<file path="config.mk">
export PLATFORM = sky130hd
export DESIGN_NAME = imu_frame_sync_bcd_decoder_unit
export DESIGN_NICKNAME = d
export VERILOG_FILES = /design/src/rtl/core/imufs_pkg.sv /design/src/rtl/core/imufs_front.sv /design/src/rtl/core/imufs_fifo.sv /design/src/rtl/core/imufs_decode.sv /design/src/rtl/core/imu_frame_sync_bcd_decoder_unit.sv
export VERILOG_INCLUDE_DIRS = /design/src /design/src/rtl/core
export SDC_FILE = /design/constraint.sdc
export NUM_CORES = 2
export LEC_CHECK = 0
export ABC_AREA = 0
export ABC_CLOCK_PERIOD_IN_PS = 13200
export BUFFER_PORTS_ARGS = -buffer_cell sky130_fd_sc_hd__buf_2
export CAP_MARGIN = 40
export CORE_AREA = 2 2 224 447
export CTS_CLUSTER_SIZE = 16
export DETAILED_ROUTE_END_ITERATION = 12
export DIE_AREA = 0 0 226 449
export GPL_TIMING_DRIVEN = 0
export PLACE_DENSITY = 0.72
export SETUP_SLACK_MARGIN = 0.02
export SYNTH_ARGS = -nofsm -noshare
export SYNTH_HDL_FRONTEND = slang
export SYNTH_SLANG_ARGS = --single-unit
</file>
<file path="constraint.sdc">
create_clock -name clk_i -period 13.2 [get_ports clk_i]
set_clock_uncertainty 0.2 [all_clocks]
set_input_delay 0.66 -clock clk_i [delete_from_list [all_inputs] [get_ports clk_i]]
set_output_delay 0.66 -clock clk_i [all_outputs]
set_load 0.1 [all_outputs]
</file>
<file path="src/rtl/core/imu_frame_sync_bcd_decoder_unit_macros.svh">
// Assertion helpers for the RTL. Every check is clocked on clk_i
// and is disabled while rst_ni is low.
`ifndef IMU_FRAME_SYNC_BCD_DECODER_UNIT_MACROS_SVH
`define IMU_FRAME_SYNC_BCD_DECODER_UNIT_MACROS_SVH

// Same-cycle implication.
`define IMUFS_ASSERT_IMP(lbl, ante, cons, msg) \
  lbl: assert property (@(posedge clk_i) disable iff (!rst_ni) (ante) |-> (cons)) \
    else $error(msg);

// Next-cycle implication.
`define IMUFS_ASSERT_NXT(lbl, ante, cons, msg) \
  lbl: assert property (@(posedge clk_i) disable iff (!rst_ni) (ante) |=> (cons)) \
    else $error(msg);

`endif

</file>
<file path="src/rtl/core/imufs_pkg.sv">
package imufs_pkg;

  localparam int FrameLen     = 32;
  localparam int CmdPos       = 3;
  localparam int FirstField   = 4;
  localparam int NumFields    = 9;
  localparam int BytesPerFld  = 3;
  localparam int PayloadBytes = NumFields * BytesPerFld;
  localparam int FieldW       = 19;
  localparam int MagW         = 18;
  localparam int FillW        = $clog2(FrameLen + 1);
  localparam int IdxW         = $clog2(FrameLen);
  localparam int FldIdxW      = $clog2(NumFields);
  localparam int FifoDepth    = 2;
  localparam int FifoPtrW     = $clog2(FifoDepth);
  localparam int FifoCntW     = $clog2(FifoDepth + 1);
  localparam int CfgIdxW      = 8;

  typedef logic [7:0] byte_t;

  localparam logic [CfgIdxW-1:0] CFG_HEADER   = CfgIdxW'(0);
  localparam logic [CfgIdxW-1:0] CFG_DATA_CMD = CfgIdxW'(1);
  localparam byte_t HeaderRst  = 8'h68;
  localparam byte_t DataCmdRst = 8'h84;

  typedef logic [PayloadBytes-1:0][7:0]             payload_t;
  typedef logic [NumFields-1:0][BytesPerFld*8-1:0]  triples_t;
  typedef logic signed [FieldW-1:0]                 field_t;

  // Frame handed from the front end to the queue.
  typedef struct packed {
    logic     valid;
    payload_t payload;
  } push_t;

  // Oldest queued frame as seen by the decoder.
  typedef struct packed {
    logic     valid;
    payload_t payload;
  } head_t;

  // Sign nibble, then five digits weighted as is (no range check).
  function automatic field_t decode_bcd(input logic [BytesPerFld*8-1:0] t);
    logic [MagW-1:0] mag;
    logic [3:0]      sgn;
    sgn = t[7:4];
    mag = MagW'(t[3:0])   * MagW'(10000)
        + MagW'(t[15:12]) * MagW'(1000)
        + MagW'(t[11:8])  * MagW'(100)
        + MagW'(t[23:20]) * MagW'(10)
        + MagW'(t[19:16]);
    decode_bcd = (sgn != 4'd0) ? field_t'(-$signed({1'b0, mag})) : field_t'({1'b0, mag});
  endfunction

endpackage

</file>
<file path="src/rtl/core/imufs_front.sv">
`include "imu_frame_sync_bcd_decoder_unit_macros.svh"

module imufs_front
  import imufs_pkg::*;
(
  input  logic  clk_i,
  input  logic  rst_ni,
  input  logic  in_valid_i,
  output logic  in_stall_o,
  input  byte_t rx_byte_i,
  input  byte_t header_i,
  input  byte_t data_cmd_i,
  input  logic  full_i,
  output push_t push_o
);

  typedef enum logic [1:0] {
    ST_FILL,
    ST_SUM,
    ST_CHECK,
    ST_PUSH
  } fr_state_e;

  fr_state_e                    state_q, state_d;
  logic [FrameLen-1:0][7:0]     window_q, window_d;
  logic [FillW-1:0]             fill_q, fill_d;
  logic [IdxW-1:0]              idx_q, idx_d;
  byte_t                        sum_q, sum_d;
  logic                         accept;
  logic                         frame_ok;

  assign in_stall_o = (state_q != ST_FILL);
  assign accept     = in_valid_i && (state_q == ST_FILL);
  assign frame_ok   = (window_q[0] == header_i) && (sum_q == window_q[FrameLen-1]);

  assign push_o.valid   = (state_q == ST_PUSH) && !full_i;
  assign push_o.payload = window_q[FrameLen-2:FirstField];

  always_comb begin
    state_d  = state_q;
    window_d = window_q;
    fill_d   = fill_q;
    idx_d    = idx_q;
    sum_d    = sum_q;
    case (state_q)
      ST_FILL: begin
        if (accept) begin
          // shift in at the top, oldest byte falls out of slot 0
          window_d = {rx_byte_i, window_q[FrameLen-1:1]};
          fill_d   = fill_q + FillW'(1);
          if (fill_q == FillW'(FrameLen - 1)) begin
            state_d = ST_SUM;
            idx_d   = IdxW'(1);
            sum_d   = '0;
          end
        end
      end
      ST_SUM: begin
        sum_d = sum_q + window_q[idx_q];
        idx_d = idx_q + IdxW'(1);
        if (idx_q == IdxW'(FrameLen - 2)) begin
          state_d = ST_CHECK;
        end
      end
      ST_CHECK: begin
        if (!frame_ok) begin
          // drop the oldest byte: the next transfer shifts it out
          fill_d  = FillW'(FrameLen - 1);
          state_d = ST_FILL;
        end else begin
          fill_d  = '0;
          state_d = (window_q[CmdPos] == data_cmd_i) ? ST_PUSH : ST_FILL;
        end
      end
      ST_PUSH: begin
        if (!full_i) begin
          state_d = ST_FILL;
        end
      end
      default: begin
        state_d = ST_FILL;
      end
    endcase
  end

  always_ff @(posedge clk_i or negedge rst_ni) begin
    if (!rst_ni) begin
      state_q  <= ST_FILL;
      window_q <= '0;
      fill_q   <= '0;
      idx_q    <= '0;
      sum_q    <= '0;
    end else begin
      state_q  <= state_d;
      window_q <= window_d;
      fill_q   <= fill_d;
      idx_q    <= idx_d;
      sum_q    <= sum_d;
    end
  end

  `IMUFS_ASSERT_NXT(a_full_starts_sum, accept && (fill_q == FillW'(FrameLen - 1)),
                    state_q == ST_SUM, "full window did not start the checksum")
  `IMUFS_ASSERT_IMP(a_fill_bounded, state_q == ST_FILL, fill_q < FillW'(FrameLen),
                    "window count out of range while filling")
  `IMUFS_ASSERT_IMP(a_no_push_when_full, push_o.valid, !full_i,
                    "frame pushed into a full queue")
  `IMUFS_ASSERT_NXT(a_sum_to_check, (state_q == ST_SUM) && (idx_q == IdxW'(FrameLen - 2)),
                    state_q == ST_CHECK, "checksum pass did not end in the check")

endmodule

</file>
<file path="src/rtl/core/imufs_fifo.sv">
module imufs_fifo
  import imufs_pkg::*;
(
  input  logic  clk_i,
  input  logic  rst_ni,
  input  push_t push_i,
  output logic  full_o,
  output head_t head_o,
  input  logic  pop_i
);

  payload_t              mem_q [FifoDepth];
  logic [FifoPtrW-1:0]   wr_ptr_q, wr_ptr_d;
  logic [FifoPtrW-1:0]   rd_ptr_q, rd_ptr_d;
  logic [FifoCntW-1:0]   cnt_q, cnt_d;
  logic                  do_push;
  logic                  do_pop;

  assign full_o         = (cnt_q == FifoCntW'(FifoDepth));
  assign head_o.valid   = (cnt_q != '0);
  assign head_o.payload = mem_q[rd_ptr_q];

  assign do_push = push_i.valid && !full_o;
  assign do_pop  = pop_i && head_o.valid;

  always_comb begin
    wr_ptr_d = wr_ptr_q;
    rd_ptr_d = rd_ptr_q;
    cnt_d    = cnt_q;
    if (do_push) begin
      wr_ptr_d = (wr_ptr_q == FifoPtrW'(FifoDepth - 1)) ? '0 : wr_ptr_q + FifoPtrW'(1);
    end
    if (do_pop) begin
      rd_ptr_d = (rd_ptr_q == FifoPtrW'(FifoDepth - 1)) ? '0 : rd_ptr_q + FifoPtrW'(1);
    end
    if (do_push && !do_pop) begin
      cnt_d = cnt_q + FifoCntW'(1);
    end else if (do_pop && !do_push) begin
      cnt_d = cnt_q - FifoCntW'(1);
    end
  end

  always_ff @(posedge clk_i or negedge rst_ni) begin
    if (!rst_ni) begin
      wr_ptr_q <= '0;
      rd_ptr_q <= '0;
      cnt_q    <= '0;
    end else begin
      wr_ptr_q <= wr_ptr_d;
      rd_ptr_q <= rd_ptr_d;
      cnt_q    <= cnt_d;
    end
  end

  always_ff @(posedge clk_i) begin
    if (do_push) begin
      mem_q[wr_ptr_q] <= push_i.payload;
    end
  end

endmodule

</file>
<file path="src/rtl/core/imufs_decode.sv">
module imufs_decode
  import imufs_pkg::*;
(
  input  logic   clk_i,
  input  logic   rst_ni,
  input  head_t  head_i,
  output logic   pop_o,
  output logic   out_valid_o,
  input  logic   out_stall_i,
  output field_t fields_o [NumFields]
);

  typedef enum logic [1:0] {
    DC_IDLE,
    DC_RUN,
    DC_LOAD
  } dc_state_e;

  dc_state_e            state_q, state_d;
  triples_t             frame_q, frame_d;
  logic [FldIdxW-1:0]   cnt_q, cnt_d;
  field_t               work_q [NumFields];
  field_t               work_d [NumFields];
  field_t               out_q  [NumFields];
  field_t               out_d  [NumFields];
  logic                 out_valid_q, out_valid_d;
  logic                 load;

  assign pop_o       = (state_q == DC_IDLE) && head_i.valid;
  assign load        = (state_q == DC_LOAD) && (!out_valid_q || !out_stall_i);
  assign out_valid_o = out_valid_q;
  assign fields_o    = out_q;

  always_comb begin
    state_d     = state_q;
    frame_d     = frame_q;
    cnt_d       = cnt_q;
    work_d      = work_q;
    out_d       = out_q;
    out_valid_d = out_valid_q && out_stall_i;
    case (state_q)
      DC_IDLE: begin
        if (head_i.valid) begin
          frame_d = triples_t'(head_i.payload);
          cnt_d   = '0;
          state_d = DC_RUN;
        end
      end
      DC_RUN: begin
        // one field per cycle
        work_d[cnt_q] = decode_bcd(frame_q[cnt_q]);
        cnt_d         = cnt_q + FldIdxW'(1);
        if (cnt_q == FldIdxW'(NumFields - 1)) begin
          state_d = DC_LOAD;
        end
      end
      DC_LOAD: begin
        // hold until the output register is free or being drained
        if (load) begin
          out_d       = work_q;
          out_valid_d = 1'b1;
          state_d     = DC_IDLE;
        end
      end
      default: begin
        state_d = DC_IDLE;
      end
    endcase
  end

  always_ff @(posedge clk_i or negedge rst_ni) begin
    if (!rst_ni) begin
      state_q     <= DC_IDLE;
      frame_q     <= '0;
      cnt_q       <= '0;
      work_q      <= '{default: '0};
      out_q       <= '{default: '0};
      out_valid_q <= 1'b0;
    end else begin
      state_q     <= state_d;
      frame_q     <= frame_d;
      cnt_q       <= cnt_d;
      work_q      <= work_d;
      out_q       <= out_d;
      out_valid_q <= out_valid_d;
    end
  end

endmodule

</file>
<file path="src/rtl/core/imu_frame_sync_bcd_decoder_unit.sv">
// Takes one byte per cycle while filling the 32-byte window; the byte that fills it
// stalls input through a serial checksum over bytes 1 to 30 and the compare, then
// through the push if a data frame is queued, and longer while the queue is full.
// With the back end free, a data frame goes from its last byte through the front end,
// the queue and the decoder into the output register.
// Asynchronous active-low reset empties window, queue and output; registers return to 0x68/0x84.
module imu_frame_sync_bcd_decoder_unit
  import imufs_pkg::*;
(
  input  logic                clk_i,
  input  logic                rst_ni,
  input  logic                cfg_valid_i,
  output logic                cfg_ready_o,
  input  logic [CfgIdxW-1:0]  cfg_index_i,
  input  byte_t               cfg_data_i,
  input  logic                in_valid_i,
  output logic                in_stall_o,
  input  byte_t               rx_byte_i,
  output logic                out_valid_o,
  input  logic                out_stall_i,
  output field_t              angle_x_o,
  output field_t              angle_y_o,
  output field_t              angle_z_o,
  output field_t              accel_x_o,
  output field_t              accel_y_o,
  output field_t              accel_z_o,
  output field_t              rate_x_o,
  output field_t              rate_y_o,
  output field_t              rate_z_o
);

  byte_t  header_q, header_d;
  byte_t  data_cmd_q, data_cmd_d;
  push_t  push;
  head_t  head;
  logic   full;
  logic   pop;
  field_t fields [NumFields];

  assign cfg_ready_o = 1'b1;

  always_comb begin
    header_d   = header_q;
    data_cmd_d = data_cmd_q;
    if (cfg_valid_i) begin
      case (cfg_index_i)
        CFG_HEADER:   header_d   = cfg_data_i;
        CFG_DATA_CMD: data_cmd_d = cfg_data_i;
        default: begin
          // unknown register: drop the write
        end
      endcase
    end
  end

  always_ff @(posedge clk_i or negedge rst_ni) begin
    if (!rst_ni) begin
      header_q   <= HeaderRst;
      data_cmd_q <= DataCmdRst;
    end else begin
      header_q   <= header_d;
      data_cmd_q <= data_cmd_d;
    end
  end

  imufs_front u_front (
    .clk_i      (clk_i),
    .rst_ni     (rst_ni),
    .in_valid_i (in_valid_i),
    .in_stall_o (in_stall_o),
    .rx_byte_i  (rx_byte_i),
    .header_i   (header_q),
    .data_cmd_i (data_cmd_q),
    .full_i     (full),
    .push_o     (push)
  );

  imufs_fifo u_fifo (
    .clk_i  (clk_i),
    .rst_ni (rst_ni),
    .push_i (push),
    .full_o (full),
    .head_o (head),
    .pop_i  (pop)
  );

  imufs_decode u_decode (
    .clk_i       (clk_i),
    .rst_ni      (rst_ni),
    .head_i      (head),
    .pop_o       (pop),
    .out_valid_o (out_valid_o),
    .out_stall_i (out_stall_i),
    .fields_o    (fields)
  );

  assign angle_x_o = fields[0];
  assign angle_y_o = fields[1];
  assign angle_z_o = fields[2];
  assign accel_x_o = fields[3];
  assign accel_y_o = fields[4];
  assign accel_z_o = fields[5];
  assign rate_x_o  = fields[6];
  assign rate_y_o  = fields[7];
  assign rate_z_o  = fields[8];

endmodule

</file>
# Word level (Yosys, flattened, before mapping)
# Memory sizes are Yosys's and may differ from the RTL's. A register that Yosys moved wholly into a read port is not among the register bits.
# Index checks and enable logic that the tools add are counted.
# op_classes
addsub	13
mul	4
div_mod_pow	0
magnitude_cmp	4
n_eq_ne	20
shifts	0
mux	38
bitwise	1
reduce_logical	38
# ops
op	n
$bwmux W171	1
$bmux W24 S4	1
$demux W19 S4	1
$bmux W8 S5	1
$mux W19	2
$eq A8 B8 Y1	3
$mux W24	1
$mux W8	3
$mux W2	11
$neg A18 Y19	1
$add A18 B11 Y18	1
$add A18 B14 Y18	1
$add A18 B4 Y18	1
$add A18 B8 Y18	1
$pmux W8 S2	1
$mux W5	3
$mul A4 B10 Y14 const B	1
$reduce_and A2 Y1	7
$pmux W6 S2	1
$reduce_bool A2 Y1	6
$logic_and A1 B1 Y1	11
$mul A4 B7 Y11 const B	1
$ne A2 B1 Y1 const B	5
$pmux W5 S2	1
34 further kinds	52
# word_totals
ff_bits	646
latchBits	0
mem_bits_rw	432
rom_bits	0
input_bits	29
out_inout_bits	174
wordCells	181
mem_count	1
# mem_list
name	words	width	read_ports	rd_ports_with_merged_regs	write_ports	line_no	rtl
u_fifo.mem_q	2	216	1	1	1	imufs_fifo.sv:12	payload_t mem_q [FifoDepth];

# Longest topological paths before layout
# logic_depth
word_depth	10
depth_mapped	32
depth_no_buf	29

# Hierarchy
# A second synthesis with hierarchy kept.
# hier_totals
cells_unflattened	4215
area_unflattened_um2	57133.5
# by_module_without_submodules
mod	instances	cells_each	area_each_um2	seq_area_each_um2
imufs_decode	1	2451	25584.5	14138.6
imufs_fifo	1	691	16310.6	13072.5
imufs_front	1	1033	14561.5	6931.6
imu_frame_sync_bcd_decoder_unit	1	40	676.9	406.6

# Worst setup path before layout
# OpenSTA, ideal clock, no wires.
# synth_path
kind	register to register
from	reg u_front.state_q[1]
to	mem u_fifo.mem_q[0][0] (netlist bit) (enable)
setup_ps	797
arrival_ps	9774
t_required_ps	12203
slack_ps	2429
stages_incl_launch_ff	4
path_buffers	1
period_less_slack_ps	10771
cell_sequence	dfrtp_1 -> clkbuf_1 -> nand3_1 -> nor2_1
# synth_between
elab_chain_cells	5
# synth_rtl
item	line_no	rtl
start, declared	imufs_front.sv:24	fr_state_e state_q, state_d;
start signal, assigned	imufs_front.sv:94	state_q <= state_d;
$eq A2 B2 Y1	imufs_front.sv:36	assign push_o.valid = (state_q == ST_PUSH) && !full_i;
$logic_and A1 B1 Y1	imufs_front.sv:36	
$logic_and A1 B1 Y1	imufs_fifo.sv:23	assign do_push = push_i.valid && !full_o;
$mux W1	imufs_fifo.sv:56	if (do_push) begin
$mux W1 (not written as such)	imufs_fifo.sv:57	mem_q[wr_ptr_q] <= push_i.payload;
end, declared	imufs_fifo.sv:12	
# Every way passes these cells.

# Final worst setup path
# layout_path
from	reg u_decode.cnt_q[2]
to	reg u_decode.work_q[130] (netlist bit)
# layout_between
elab_chain_cells	10
elab_cells_between_ends	20
cone_classes	5 x add/sub; 4 x mul; 2 x order compare; 6 x mux; 1 x bitwise; 2 x reduce/logical
# layout_rtl
item	line_no	rtl
start, declared	imufs_decode.sv:21	logic [FldIdxW-1:0] cnt_q, cnt_d;
start signal, assigned	imufs_decode.sv:82	cnt_q <= cnt_d;
$bmux W24 S4	imufs_decode.sv:51	work_d[cnt_q] = decode_bcd(frame_q[cnt_q]);
$mux W24 (not written as such)	imufs_decode.sv:51	
$mul A4 B10 Y14 or $mul A4 B7 Y11 (tied branches)	imufs_pkg.sv:47, imufs_pkg.sv:48	
$add A18 B14 Y18	imufs_pkg.sv:48	+ MagW'(t[15:12]) * MagW'(1000)
$add A18 B11 Y18	imufs_pkg.sv:49	+ MagW'(t[11:8]) * MagW'(100)
$add A18 B8 Y18	imufs_pkg.sv:50	+ MagW'(t[23:20]) * MagW'(10)
$add A18 B4 Y18	imufs_pkg.sv:51	+ MagW'(t[19:16]);
$neg A18 Y19	imufs_pkg.sv:52	decode_bcd = (sgn != 4'd0) ? field_t'(-$signed({1'b0, mag})) : field_t'({1'b0, mag});
$mux W19	imufs_pkg.sv:52	
$bwmux W171 *	imufs_decode.sv:51	
end signal, assigned	imufs_decode.sv:83	work_q <= work_d;
end, declared	imufs_decode.sv:22	field_t work_q [NumFields];
# Every way passes the cells marked *; elsewhere a longest branch is shown, timed or not. The select of a mux whose other input is x is not followed.
# A chain may end at the register's enable or synchronous reset.

==> metrics.yaml <==
floorplanning:
  io_pins: 203
  initial_utilization_pct: 54.67
  rows: 163
  die_h_um: 449
  die-area_um2: 101500
  core_um2: 98100
  die_w_um: 226
run:
  max_cap_viol_count: 0
clock_tree:
  path_clk_slew_ps: 70
  clockRootBuffer: "clkbuf_16"
  cts_buffers: 110
  tritoncts: "yes"
  clk_path_buf_depth: 3
  clock_sinks: 1294
  clock_latency_ps: 740
  htreeDepth: 3
placed_design:
  gp_congestion: 0.9475
  port-buffer-count: 201
  hpwl_um: 109000
synth:
  synth_top_family_by_area: "multiplexers"
  muxShareOfSynthArea_pct: 13.58
  syn-num-nets: 4384
  yosys_warnings: 0
  ys.flop_type: "dfrtp_1"
  synth_fa_ha_area_share_pct: 2.981
  ys_types: 77
  syn_area_um2: 53630
  synthXorXnorAreaFrac_pct: 1.295
  synth_compound_area_share_pct: 5.804
  synth_edf_count: 432
  ys_seq_elements: 1294
  synthSimpleGateAreaFrac_pct: 9.826
  avgSynthCellArea_um2: 12.64
  async_flop_share_pct: 66.62
  ys_seq_area_share_pct: 64.42
  syn_inst: 4244
drt:
  detail-route-antenna-nets: 0
  wl_per_cell_um: 24.32
  wl_um: 147200
  via_count: 34915
  via_per_inst: 5.771
  dr.pass1.iters: 5
  drtIter0Drc: 3029
  route.detailed.drc: 0
grt:
  track_usage_pct: 29.66
  grt_first_pass_wirelength_um: 220700
  grt_pass1_vias: 34965
  antenna_found_initial: 11
  grt_overflow: 0
  grt_start_max_net_pins: 133
worst_setup_path:
  worstSetupStartpointType: "register"
  criticalPathCategory: "register to register"
  crit_required_ps: 13550
  critical-path-top-delay-family: "adder cells"
  cp-end-kind: "register"
  crit_fanout: 10
  critical_path_arrival_ps: 9890
  max_stage_delay_ps: 760
  cp_num_buf_inv: 6
  worst_path_most_repeated_cell: "fa_1"
  crit_slowest_cell: "clkbuf_1"
timing:
  rsz0062_at_grt: "no"
  max_slew.worst_pin.slew_ps: 956.8
  fin_crit_sh_pct: 72.31
  fin_crit_ps: 9545
  fmax_ghz: 0.1048
  hold_viol: 0
  slew_headroom_pct: 36.21
  maxSlewViolCount: 0
  setup_viol: 0
run_status:
  status: "finished clean"
final_layout:
  drive_gt1_share_pct: 16.46
  syn_to_final_growth_pct: 14.03
  fin_util_pct: 62.34
  fin_nets: 4773
worst_hold_path:
  hold_path_class: "primary input to register"
cell type report:
class | instances | area, µm²
Antenna cell | 3 | 7.507
Buffer | 224 | 863.3
Clock buffer | 150 | 3065
Clock inverter | 56 | 619.3
Fill cell | 7414 | 36940
Inverter | 68 | 255.2
Multi-Input combinational cell | 2658 | 18020
Sequential cell | 1294 | 34550
Tap cell | 1320 | 1652
Timing Repair Buffer | 277 | 2127
final timing paths:
kind / depth (start not counted) / start / slack (ps) / endpoint
hold reg to reg: 2 / u_decode.frame_q[152] / 280 / u_decode.frame_q[152]
setup reg to reg: 25 / u_decode.cnt_q[2] / 3650 / u_decode.work_q[130]
hold / removal: 3 / cfg_index_i[0] / 260 / header_q[4]
min in group asynchronous: 2 / rst_ni / 270 / u_front.push_o[35]
setup / recovery: 25 / u_decode.cnt_q[2] / 3650 / u_decode.work_q[130]
max in group asynchronous: 5 / rst_ni / 10490 / u_decode.fields_o[13]
layer usage:
metal	vias to the layer above	wire [µm]	global-route usage, %
li1	15534	-	-
met1	17726	58370	38.95
met2	1304	70610	47.87
met3	347	9185	4.557
met4	4	8955	15.52
met5	-	28	0
stage by stage:
| stage | TNS (ps) | instance area [µm²] | std cells | setup slack [ps] | hold slack, ps |
|---|---|---|---|---|---|
| floorplan | 0 | 53630 | 4244 | 2429 | 164.4 |
| global placement | -6495410 | 56290 | 5765 | -6953 | 256.5 |
| detailed placement | 0 | 57270 | 5822 | 3638 | 266.0 |
| CTS | 0 | 61140 | 6046 | 3563 | 239.9 |
| global route | 0 | 61150 | 6047 | 3175 | 275.2 |
| finish | 0 | 61160 | 6050 | 3655 | 264.9 |
synth_stat cells (all sizes together), types with 5 or more instances:
cell / number / area, µm²
o21bai: 5 / 45.04
o221ai: 5 / 50.04
o22ai: 12 / 75.07
buf: 34 / 150.1
a31oi: 15 / 106.4
dfrtp: 857 / 21450
xor2: 51 / 454.2
nand3: 12 / 60.06
edfxtp: 432 / 12970
nor2b: 10 / 62.56
a21oi: 64 / 324.1
nand2: 1186 / 4452
o21ai: 397 / 1987
mux2: 206 / 2323
xnor2: 24 / 217.7
nor4: 17 / 121.4
fa: 28 / 560.5
or2: 6 / 37.54
nor2: 62 / 232.7
and2: 5 / 31.28
nor3: 6 / 35.03
ha: 83 / 1039
dfstp: 5 / 131.4
mux4: 99 / 2230
a21o: 15 / 112.6
nand4: 7 / 43.79
o22a: 7 / 61.31
mux2i: 273 / 2733
o211ai: 5 / 51.30
clkbuf: 190 / 713.2
o31ai: 6 / 58.81
nand2b: 11 / 68.82
inv: 67 / 251.5
worst min-delay path: cells and delay by family:
kind                   cells  cell delay [ps]
multiplexers               1              260
AND/OR/NAND/NOR            1              150
buffers and inverters      1               90
cell families (layout without fill, tap and decap cells):
| group | after synthesis | in the layout |
|---|---|---|
| compound gates | 556 | 556 |
| other cells | 1 | 4 |
| fa+ha+maj | 111 | 111 |
| mux | 578 | 578 |
| simple gates | 1336 | 1336 |
| xor+xnor | 76 | 76 |
| flops | 1294 | 1294 |
| buf+inv | 292 | 775 |
cell usage in the layout (no fill, tap or decap), drive strengths merged, types with 6 or more instances in the layout:
cell type,count
nand4,7
fa,28
mux2i,273
o22a,7
or2,6
mux4,99
xor2,51
clkbuf,340
o22ai,12
inv,71
ha,83
buf,292
a21oi,64
clkinvlp,6
nor2b,10
nor4,17
nand2b,11
bufinv,11
a31oi,15
nand2,1186
o31ai,6
nor3,6
dlygate4sd3,18
nand3,12
clkinv,36
nor2,62
mux2,206
edfxtp,432
a21o,15
o21ai,397
dfrtp,857
xnor2,24
repair_timing:
item	4_1_cts	5_1_grt
hold buffers	18	0
endpoints found under the setup margin	0	0
hold endpoints to repair	92	0
resized for setup	0	0
setup buffers	0	0
state kept, by name, summed over array words and instances, names as in the netlist, 2 cells and up:
signal / count
u_front.push_o: 216
u_decode.fields_o: 171
data_cmd_q: 8
u_front.state_q: 2
u_front.window_q: 40
u_fifo.mem_q: 432
u_decode.frame_q: 216
u_decode.cnt_q: 4
u_front.fill_q: 6
u_front.idx_q: 5
header_q: 8
u_decode.work_q: 171
u_fifo.cnt_q: 2
u_decode.state_q: 2
u_front.sum_q: 8
Power is left out: the tool's default activity adds up to more than one toggle a clock period on the data nets, which glitch-free logic cannot reach.
